--- src/rtl/core/wes_pkg.sv ---
// ----------------------------------------------------------------------------
// wes_pkg
// Shared widths, request and register codes, and datapath control types for
// the wave equation stencil step unit.
// ----------------------------------------------------------------------------
package wes_pkg;

	localparam int REQ_W      = 2;
	localparam int COORD_W    = 6;
	localparam int FIELD_W    = 18;
	localparam int COURANT_W  = 16;
	localparam int SIDE_CFG_W = 7;
	localparam int CFG_IDX_W  = 4;
	localparam int CFG_DATA_W = 16;

	// request codes
	localparam logic [REQ_W-1:0] REQ_LOAD = 2'd0;
	localparam logic [REQ_W-1:0] REQ_STEP = 2'd1;
	localparam logic [REQ_W-1:0] REQ_READ = 2'd2;

	// register indexes
	localparam logic [CFG_IDX_W-1:0] CFG_COURANT = 4'd0;
	localparam logic [CFG_IDX_W-1:0] CFG_SIDE    = 4'd1;

	localparam logic [COURANT_W-1:0]  COURANT_RESET = 16'd16384;
	localparam logic [SIDE_CFG_W-1:0] SIDE_RESET    = 7'd64;

	typedef enum logic [2:0] {
		DP_HOLD,
		DP_SUM_NS,
		DP_SUM_WE,
		DP_CENTRE,
		DP_MUL,
		DP_UPDATE,
		DP_LOAD_NOW,
		DP_LOAD_PREV
	} dp_op_t;

	typedef struct packed {
		dp_op_t op;
		logic   clr_sat;
	} dp_ctrl_t;

endpackage

--- src/rtl/core/wes_sat.sv ---
// ----------------------------------------------------------------------------
// wes_sat
// Clips a wide signed value to the sample range and flags a clip.
// ----------------------------------------------------------------------------
module wes_sat #(
	parameter int IN_W  = 22,
	parameter int OUT_W = 18
) (
	input  logic signed [IN_W-1:0]  din,
	output logic signed [OUT_W-1:0] dout,
	output logic                    hit
);

	localparam logic signed [IN_W-1:0] SMAX = IN_W'((64'sd1 <<< (OUT_W - 1)) - 64'sd1);
	localparam logic signed [IN_W-1:0] SMIN = IN_W'(-(64'sd1 <<< (OUT_W - 1)));

	always_comb begin
		if (din > SMAX) begin
			dout = OUT_W'(SMAX);
			hit  = 1'b1;
		end else if (din < SMIN) begin
			dout = OUT_W'(SMIN);
			hit  = 1'b1;
		end else begin
			dout = OUT_W'(din);
			hit  = 1'b0;
		end
	end

endmodule

--- src/rtl/core/wes_dpath.sv ---
// ----------------------------------------------------------------------------
// wes_dpath
// Shared stencil arithmetic: Laplacian accumulator, Courant multiply, update
// and the one clipper used for loads and results.
// ----------------------------------------------------------------------------
module wes_dpath #(
	parameter int SB = 18
) (
	input  logic                                clk,
	input  logic                                arst_n,
	input  wes_pkg::dp_ctrl_t                   ctrl,
	input  logic [wes_pkg::COURANT_W-1:0]       courant,
	input  logic signed [wes_pkg::FIELD_W-1:0]  value_now,
	input  logic signed [wes_pkg::FIELD_W-1:0]  value_before,
	input  logic signed [SB-1:0]                now_a,
	input  logic signed [SB-1:0]                now_b,
	input  logic signed [SB-1:0]                prev_a,
	output logic signed [SB-1:0]                wr_data,
	output logic                                sat_q
);
	import wes_pkg::*;

	localparam int LAP_W  = SB + 3;
	localparam int PROD_W = LAP_W + COURANT_W + 1;
	localparam int V_W    = SB + 4;
	localparam int CW     = (V_W > FIELD_W + 1) ? V_W : FIELD_W + 1;

	logic signed [LAP_W-1:0]  acc_q;
	logic signed [SB-1:0]     u_q;
	logic signed [SB-1:0]     prev_q;
	logic signed [PROD_W-1:0] prod_q;
	logic signed [V_W-1:0]    v;
	logic signed [CW-1:0]     clip_in;
	logic                     clip_hit;

	// arithmetic shift of the product is the floor division by 2^16
	assign v = (V_W'(u_q) <<< 1) - V_W'(prev_q) + V_W'(prod_q >>> COURANT_W);

	always_comb begin
		unique case (ctrl.op)
			DP_LOAD_NOW:  clip_in = CW'(value_now);
			DP_LOAD_PREV: clip_in = CW'(value_before);
			default:      clip_in = CW'(v);
		endcase
	end

	wes_sat #(.IN_W(CW), .OUT_W(SB)) u_sat (
		.din  (clip_in),
		.dout (wr_data),
		.hit  (clip_hit)
	);

	always_ff @(posedge clk) begin
		unique case (ctrl.op)
			DP_SUM_NS: begin
				acc_q  <= LAP_W'(now_a) + LAP_W'(now_b);
				prev_q <= prev_a;
			end
			DP_SUM_WE: acc_q <= acc_q + LAP_W'(now_a) + LAP_W'(now_b);
			DP_CENTRE: begin
				u_q   <= now_a;
				acc_q <= acc_q - (LAP_W'(now_a) <<< 2);
			end
			DP_MUL:    prod_q <= $signed({1'b0, courant}) * acc_q;
			default: ;
		endcase
	end

	always_ff @(posedge clk or negedge arst_n) begin
		if (!arst_n) begin
			sat_q <= 1'b0;
		end else if (ctrl.clr_sat) begin
			sat_q <= 1'b0;
		end else if (ctrl.op == DP_UPDATE) begin
			sat_q <= sat_q | clip_hit;
		end
	end

endmodule

--- config.mk ---
export PLATFORM = sky130hd
export DESIGN_NAME = wes_dpath
export DESIGN_NICKNAME = d
export VERILOG_FILES = /design/src/rtl/core/wes_pkg.sv /design/src/rtl/core/wes_sat.sv /design/src/rtl/core/wes_dpath.sv
export SDC_FILE = /design/constraint.sdc
export NUM_CORES = 1
export LEC_CHECK = 0
export ABC_AREA = 1
export BUFFER_PORTS_ARGS = -buffer_cell sky130_fd_sc_hd__buf_2
export CORE_MARGIN = 8
export CORE_UTILIZATION = 25
export CTS_CLUSTER_SIZE = 25
export DETAILED_ROUTE_END_ITERATION = 7
export MAX_ROUTING_LAYER = met4
export SLEW_MARGIN = 20
export SYNTH_ARGS = -nofsm -noshare
export SYNTH_HDL_FRONTEND = slang
export SYNTH_SLANG_ARGS = --single-unit
--- constraint.sdc ---
create_clock -name clk -period 12.61 [get_ports clk]
set_clock_uncertainty 0.05 [all_clocks]
set_input_delay 3.783 -clock clk [delete_from_list [all_inputs] [get_ports clk]]
set_output_delay 3.783 -clock clk [all_outputs]
set_load 0.005 [all_outputs]
==> impl_metrics.toml, run 1 <==
[status]
status = "finished, final reports clean"

[global_routing]
antenna_found_initial = 15
grt_pass1_vias = 17974
grtUsageTotal = 0.135
grt_pass1_wl_um = 98400
grt_max_degree = 25
grt-ovfl-total = 0

[sta]
max-slew-margin-rel = 0.209
rsz0062_at_grt = "false"
worstMarginPinSlew_ps = 1190
finalSetupViolCount = 0
max_freq_ghz = 0.104
finalSetupTns_ps = 0
hold_viol = 0
fin_crit_sh = 0.762
post-route-min-period_ps = 9610
slew_violations = 0
fin_hold_ws_ps = 507

[worst_setup_path]
critPathArrivalTime_ps = 9640
r2r_slack_ps = 5940
r2r_cells = 18
reg2reg_from = "acc_q[20]"
crit_path_max_fanout = 21
critPathKind = "in2reg"
cp_data_required_time_ps = 12640
reg2reg_to = "prod_q[37]"
end_kind = "register"
worst_setup_path_start_kind = "primary input"

[synth]
synth_top_family_by_area = "adder cells"
synth_area_leaders = "fa_1, inv_1, nand2_1, edfxtp_1, ha_1"
yosysUniqueCellTypes = 43
yosys.area_share.simple = 0.174
synth-seq-cells = 80
synth_edf_count = 79
synth_top_area_cell = "fa_1"
yosysWarningCount = 0
synth-main-ff-cell = "edfxtp_1"
syn-cell-area_mm2 = 0.0211
synth_xor_area_frac = 0.0212
yosysTopAreaCellShare = 0.358
synth_fa_ha_area_frac = 0.459
synth_nets = 3388
seq_area_frac_synth = 0.114
avgSynthCellArea_um2 = 7.73
synth-compound-area-share = 0.0836
synthMuxAreaShare = 0
synthCells = 2729
synth-async-reset-ratio = 0.0125

[routing]
drtIter0Drc = 1198
ant_nets = 0
drc = 0
drtPass1Iterations = 6
routedWlPerCell_um = 15.9
via_per_inst = 4.46
wirelength_um = 62000
vias = 17394

[clock_tree]
clk_latency_ps = 360
cts_buffers = 9
cts_tree = "done"
hold_buffers = 0
clk_path_buf_depth = 2
cts_root_buf = "clkbuf_16"
path_clk_slew_ps = 60
post_cts_buffers = 0
htreeDepth = 3
post_cts_resized = 0
cts.sinks = 80

[floorplan]
die_y_um = 307
chipWidth_um = 307
die-area_mm2 = 0.0939
boundaryPins = 131
start_util = 0.253
fp.coreArea_mm2 = 0.0836
rows = 106

[layout]
nNetsFinal = 3468
final_cell_mix = "inv_1, nand2_1, fa_1"
final_common_cell = "inv_1"
synthToLayoutAreaGrowth_pct = 10.2
drive_gt1_frac = 0.0682
fill_cells = 9055
multi_input_area_mm2 = 0.0156
seq_area_mm2 = 0.00240

[hold_path]
min_path_type = "reg2reg"
hold_path_depth = 2
worstHoldEndpoint = "sat_q"
min_from = "sat_q"

[place]
dp_hpwl_um = 52600
globalplace.congestion = 0.900
place.port_buffers = 130

[flow_run]
cap_viol_max_count = 0
[synth_stat cells, types with 3 or more instances]
master    number
o31ai_1        4
xor2_1        30
nor2_2         5
nand2_1      648
xnor2_1       21
inv_1        751
o22ai_1       12
nand4_1       17
nand3_1       70
buf_2          3
o21ai_0       86
o21a_1         7
a21oi_1      144
o21bai_1       3
a21o_1         9
ha_1         170
clkbuf_1      78
edfxtp_1      79
o221ai_1       5
and2_1         3
nor2_1       108
nor3_1        13
o211ai_1      14
nand2_2        6
o22a_1         4
nor4_1         4
a31oi_1       13
nand3b_1      13
fa_1         377
a21boi_0       4
or2_2         13
[logic make-up after synthesis]
kind of cell,count (synthesis)
AO/OA/AOI/OAI,313
XOR/XNOR,51
adder cells (fa/ha/maj),547
buffers and inverters,835
flip-flops,80
AND/OR/NAND/NOR,903
[cell type report]
type                       count  share of cell area
timing repair buffer         151              0.0351
clock buffer                  10             0.00985
sequential                    80               0.103
clock inverter                 6             0.00188
tap                         1080              0.0581
multi-input combinational   1814               0.669
inverter                     753               0.122
antenna                        9            0.000969
[sequential cells by signal (all words and copies together), names as in the netlist]
| signal | count |
|---|---|
| sat_q | 1 |
| u_q | 18 |
| prod_q | 22 |
| acc_q | 21 |
| prev_q | 18 |
[per-layer routing]
layer / share of wire / vias up / GRT usage
met4: 0.025 / 0 / 0.0345
met3: 0.042 / 101 / 0.0146
li1: - / 8328 / -
met1: 0.43 / 8538 / 0.168
met5: 0 / - / -
met2: 0.50 / 427 / 0.235
[worst max path at each step]
stage / start / end / slack, ps / cells past startpoint
after floorplan: courant[2] / prod_q[36] / 3450 / 18
after global placement: courant[2] / prod_q[37] / 2670 / 19
after detailed placement: courant[2] / prod_q[37] / 2660 / 19
after CTS: courant[2] / prod_q[37] / 3020 / 19
after global routing: courant[2] / prod_q[37] / 2670 / 19
final: courant[2] / prod_q[37] / 3000 / 19
[through the flow]
stage / cell area [um2] / util / instances / setup WS (ps)
after CTS: 23200 / 0.278 / 3894 / 3020
after detailed placement: 23000 / 0.275 / 3878 / 2660
final: 23300 / 0.278 / 3903 / 3000
after global routing: 23200 / 0.278 / 3902 / 2670
after global placement: 22900 / 0.275 / 3877 / 2670
after floorplan: 21100 / - / 2729 / 3450
[critical path: stages]
cell     delay [ps]
buf_2           390
nand2_1         230
fa_1            770
fa_1            490
inv_1           310
fa_1            510
fa_1            520
fa_1            500
inv_1            50
fa_1            480
inv_1            40
ha_1            390
nand2_1         120
nor2_1          170
inv_1            90
nor4_1          410
nand3_1         160
nand3_1         130
xor2_1           70
Power of run 1 is left out: the tool's default activity adds up to more than one toggle a clock period on the data nets, which glitch-free logic cannot reach.
==> inputs of run 2 (changes only) <==
ABC_AREA = 0   (was 1)
clock period = 9 ns   (was 12.61 ns; I/O delays follow)
==> impl_metrics.toml, run 2 <==
[status]
status = "finished, final reports clean"

[floorplan]
chipWidth_um = 298
die-area_mm2 = 0.0888
boundaryPins = 131
start_util = 0.252
die_y_um = 298
fp.coreArea_mm2 = 0.0789
rows = 103

[synth]
synth_area_leaders = "fa_1, edfxtp_1, ha_1, inv_1, nand2_1"
synth.most_common_cell = "inv_1"
synth_nets = 2831
yosysUniqueCellTypes = 69
synth_top_family_by_area = "adder cells"
yosysTopAreaCellShare = 0.380
seq_area_frac_synth = 0.121
synth_fa_ha_area_frac = 0.487
synth_top_area_cell = "fa_1"
yosys.area_share.simple = 0.135
avgSynthCellArea_um2 = 9.15
synthCells = 2172
synthMuxAreaShare = 0.00970
synth_xor_area_frac = 0.0383
synth-main-ff-cell = "edfxtp_1"
yosysWarningCount = 0
synth_common_cells = "inv_1, fa_1, nand2_1"
synth-seq-cells = 80
synth-compound-area-share = 0.0972
synth_edf_count = 79
syn-cell-area_mm2 = 0.0199
synth-async-reset-ratio = 0.0125

[global_routing]
grt_max_degree = 35
antenna_found_initial = 6
grtUsageTotal = 0.127
grt_pass1_vias = 15709
grt-ovfl-total = 0
grt_pass1_wl_um = 86700

[worst_setup_path]
reg2reg_from = "acc_q[8]"
worst_setup_path_start_kind = "primary input"
slowest_stage = "fa_1"
path_cells = "buf_2 > buf_4 > nand2_1 > fa_1 > inv_1 > fa_1 > fa_1 > fa_1 > fa_1 > inv_1 > fa_1 > inv_1 > ha_1 > a21o_1 > a21oi_1 > o21a_1 > o211a_1 > nor3b_1 > buf_4 > o21a_1 > o21a_1 > a211oi_2 > o21ai_0 > xor2_1"
r2r_cells = 24
cp_common_cell = "fa_1"
worst-path-buf-inv = 6
reg2reg_to = "prod_q[36]"
critPathArrivalTime_ps = 8720
cp_data_required_time_ps = 9070
crit_path_max_fanout = 13
slowest_delay_ps = 580
cpLargestDelayFamily = "adder cells"
r2r_slack_ps = 1920
end_kind = "register"
critPathKind = "in2reg"

[sta]
setup_ws_ps = 348
finalSetupViolCount = 0
hold_viol = 0
rsz0062_at_grt = "false"
max-slew-margin-rel = 0.344
max_freq_ghz = 0.116
fin_crit_sh = 0.961
slew_violations = 0
worstMarginPinSlew_ps = 983
post-route-min-period_ps = 8650

[layout]
seq_area_mm2 = 0.00240
fill_cells = 8430
final_cell_mix = "inv_1, fa_1, nand2_1"
final_common_cell = "inv_1"
nNetsFinal = 2970
largest_reg_flops = 22
synthToLayoutAreaGrowth_pct = 12.7
largest_registers = "prod_q: 22 flops, acc_q: 21 flops"
top_register = "prod_q"
drive_gt1_frac = 0.103
multi_input_area_mm2 = 0.0153

[routing]
ant_nets = 0
drc = 0
wirelength_um = 54500
vias = 14758
via_per_inst = 4.38
drtPass1Iterations = 5
routedWlPerCell_um = 16.2
drtIter0Drc = 929

[clock_tree]
hold_buffers = 0
clk_path_buf_depth = 2
cts_buffers = 9
cts.sinks = 80
path_clk_slew_ps = 70
clk_latency_ps = 370
htreeDepth = 3
cts_tree = "done"
post_cts_buffers = 0
cts_root_buf = "clkbuf_16"

[place]
pre_cts_slack_ps = -123
globalplace.congestion = 0.888
dp_hpwl_um = 46200
place.port_buffers = 130

[hold_path]
worstHoldEndpoint = "sat_q"
min_path_type = "reg2reg"
hold_path_depth = 2
min_from = "sat_q"

[flow_run]
cap_viol_max_count = 0
-- run 2: cells by family after synthesis --
logic type               count (synthesis)
flip-flops                              80
buffers and inverters                  590
AND/OR/NAND/NOR                        556
XOR/XNOR                                87
AO/OA/AOI/OAI                          293
adder cells (fa/ha/maj)                547
multiplexers                            19
-- run 2: area by class of cell --
cell class / count / share of cell area
antenna: 7 / 0.000782
clock buffer: 9 / 0.0101
clock inverter: 7 / 0.00212
inverter: 518 / 0.0868
multi-input combinational: 1502 / 0.681
sequential: 80 / 0.107
tap: 1050 / 0.0587
timing repair buffer: 200 / 0.0533
-- run 2: worst max-delay path by stage --
stage | cells past startpoint | to | from | slack [ps]
floorplan | 22 | prod_q[35] | courant[2] | 440
global placement | 24 | prod_q[36] | courant[2] | -70
detailed placement | 26 | prod_q[36] | courant[2] | -120
CTS | 26 | prod_q[36] | courant[2] | 260
global route | 24 | prod_q[36] | courant[2] | 20
finish | 24 | prod_q[36] | courant[8] | 350
-- run 2: tightest hold or removal path: cells and delay by family, from the launching register on --
kind	cells	cell delay, ps
compound gates	1	50
flops	1	370
buf+inv	1	50
-- run 2: metrics by stage --
step                utilization  area (um2)  TNS, ps  cells  hold WS, ps
detailed placement        0.280       22100     -217   3350          451
global placement          0.280       22100     -100   3350          445
global route              0.284       22400        0   3371          496
finish                    0.284       22400        0   3373          456
CTS                       0.284       22400        0   3366          461
floorplan                     -       19900        0   2172          455
-- run 2: metal layers --
layer / global-route usage / share of wire
met3: 0.0342 / 0.073
met1: 0.162 / 0.45
met5: - / 0
met2: 0.200 / 0.46
met4: 0.0334 / 0.023
-- run 2: what timing repair did --
action	in CTS	in global routing
resized for setup	0	4
setup endpoints to repair	0	5
endpoints found under the hold margin	0	0
Power of run 2 is left out for the same reason.
==> inputs of run 3 (changes only) <==
CORE_ASPECT_RATIO = 2   (was unset)
GPL_TIMING_DRIVEN = 0   (was unset)
==> impl_metrics.toml, run 3 (same netlist as run 2, synthesis figures left out) <==
[layout]
final_area_mm2 = 0.0224
largest_reg_flops = 22
top_register = "prod_q"
nNetsFinal = 2978
fill_cells = 8435
final_cells = 3369
synthToLayoutAreaGrowth_pct = 12.5
final_common_cell = "inv_1"
largest_registers = "prod_q: 22 flops, acc_q: 21 flops"
final_cell_mix = "inv_1, fa_1, nand2_1"
drive_gt1_frac = 0.0930

[flow_run]
cap_viol_max_count = 0

[routing]
ant_nets = 0
routedWlPerCell_um = 18.9
dr_wl_met3_um = 2430
drt-met1-wl_um = 20700
via_per_inst = 4.58
wirelength_um = 63700
route.met2.wl_um = 36600
vias = 15422
drtIter0Drc = 652
drc = 0
drtPass1Iterations = 5
top_layer = "met4"

[worst_setup_path]
path_cells = "buf_2 > clkbuf_4 > and2_1 > fa_1 > inv_1 > fa_1 > fa_1 > inv_1 > fa_1 > fa_1 > fa_1 > ha_2 > nand4_1 > a211oi_4 > buf_4 > nand2_2 > o211a_4 > nor3b_4 > o21a_1 > o21ai_0 > o21ai_1 > xor2_1"
crit_path_max_fanout = 10
reg2reg_from = "acc_q[7]"
critPathKind = "in2reg"
r2r_cells = 22
cpLargestDelayFamily = "adder cells"
worst-path-buf-inv = 5
critPathArrivalTime_ps = 8880
cp_data_required_time_ps = 9060
worst_setup_path_start_kind = "primary input"
r2r_slack_ps = 1460
reg2reg_to = "prod_q[31]"
cp_common_cell = "fa_1"
end_kind = "register"
slowest_delay_ps = 550
slowest_stage = "fa_1"

[global_routing]
grtUsageTotal = 0.146
antenna_found_initial = 9
grt_max_degree = 22
grt-ovfl-total = 0
grt_pass1_wl_um = 97000
grt_pass1_vias = 16924

[hold_path]
min_from = "sat_q"
min_path_type = "reg2reg"
hold_path_depth = 2
worstHoldEndpoint = "sat_q"

[clock_tree]
cts_buffers = 9
cts_root_buf = "clkbuf_16"
clk_path_buf_depth = 2
path_clk_slew_ps = 60
cts.sinks = 80
clk_latency_ps = 350
cts_tree = "done"
htreeDepth = 3

[floorplan]
boundaryPins = 131
chipWidth_um = 215
die-area_mm2 = 0.0893
fp.coreArea_mm2 = 0.0789
rows = 146
start_util = 0.252
die_y_um = 415

[sta]
rsz0062_at_grt = "false"
finalSetupViolCount = 0
max_freq_ghz = 0.113
hold_viol = 0
max-slew-margin-rel = 0.362
post-route-min-period_ps = 8820
fin_crit_sh = 0.981
finalSetupTns_ps = 0
slew_violations = 0
worstMarginPinSlew_ps = 955

[place]
dp_hpwl_um = 55500
dp_cells = 3341
globalplace.congestion = 0.924
dpl-instance-area_mm2 = 0.0219
place.port_buffers = 128

[status]
status = "finished, final reports clean"
[run 3: cell count changes in the layout (fill, tap and decap cells not counted), moves of 3 or more]
cell / before / now
diode_2: 7 / 10
clkbuf_1: 0 / 43
o21ai_0: 59 / 56
buf_4: 69 / 14
clkbuf_2: 0 / 12
clkbuf_4: 2 / 5
buf_2: 128 / 132
[run 3: worst min-delay path, stage by stage (launching register included)]
cell	delay, ps
dfrtp_1	390
inv_1	60
a21oi_1	60
[run 3: per-layer routing]
layer	vias up	track usage
met5	-	-
met4	0	0.0822
met3	164	0.0173
met2	443	0.286
met1	7780	0.134
li1	7035	-
[run 3: layout make-up]
type	count	area, um2	share of cell area
tap	1036	1300	0.0580
clock inverter	6	92.6	0.00414
multi-input combinational	1502	15300	0.686
clock buffer	9	225	0.0101
sequential	80	2400	0.107
timing repair buffer	136	704	0.0315
buffer	72	335	0.0150
inverter	518	1940	0.0869
antenna	10	25.0	0.00112
[run 3: how the worst max path moves through the flow]
stage / from / slack (ps) / depth (start not counted) / end
final: courant[5] / 180 / 22 / prod_q[31]
after CTS: courant[2] / 6 / 22 / prod_q[35]
after floorplan: courant[2] / 440 / 22 / prod_q[35]
after global placement: courant[5] / -1550 / 21 / prod_q[36]
after detailed placement: courant[7] / -1430 / 24 / prod_q[32]
after global routing: courant[5] / 7 / 25 / prod_q[37]
[run 3: stage by stage]
| stage | setup WS, ps | hold slack (ps) | util |
|---|---|---|---|
| floorplan | 444 | 455 | - |
| global placement | -1550 | 441 | 0.276 |
| detailed placement | -1430 | 490 | 0.277 |
| CTS | 6.19 | 500 | 0.282 |
| global route | 7.16 | 516 | 0.283 |
| finish | 175 | 488 | 0.283 |
[run 3: timing repair]
item,in CTS,in global routing
endpoints found under the setup margin,16,8
resized for setup,30,33
pin swaps,3,7
buffers inserted,2,1
hold buffers,0,0
Power of run 3 is left out for the same reason.
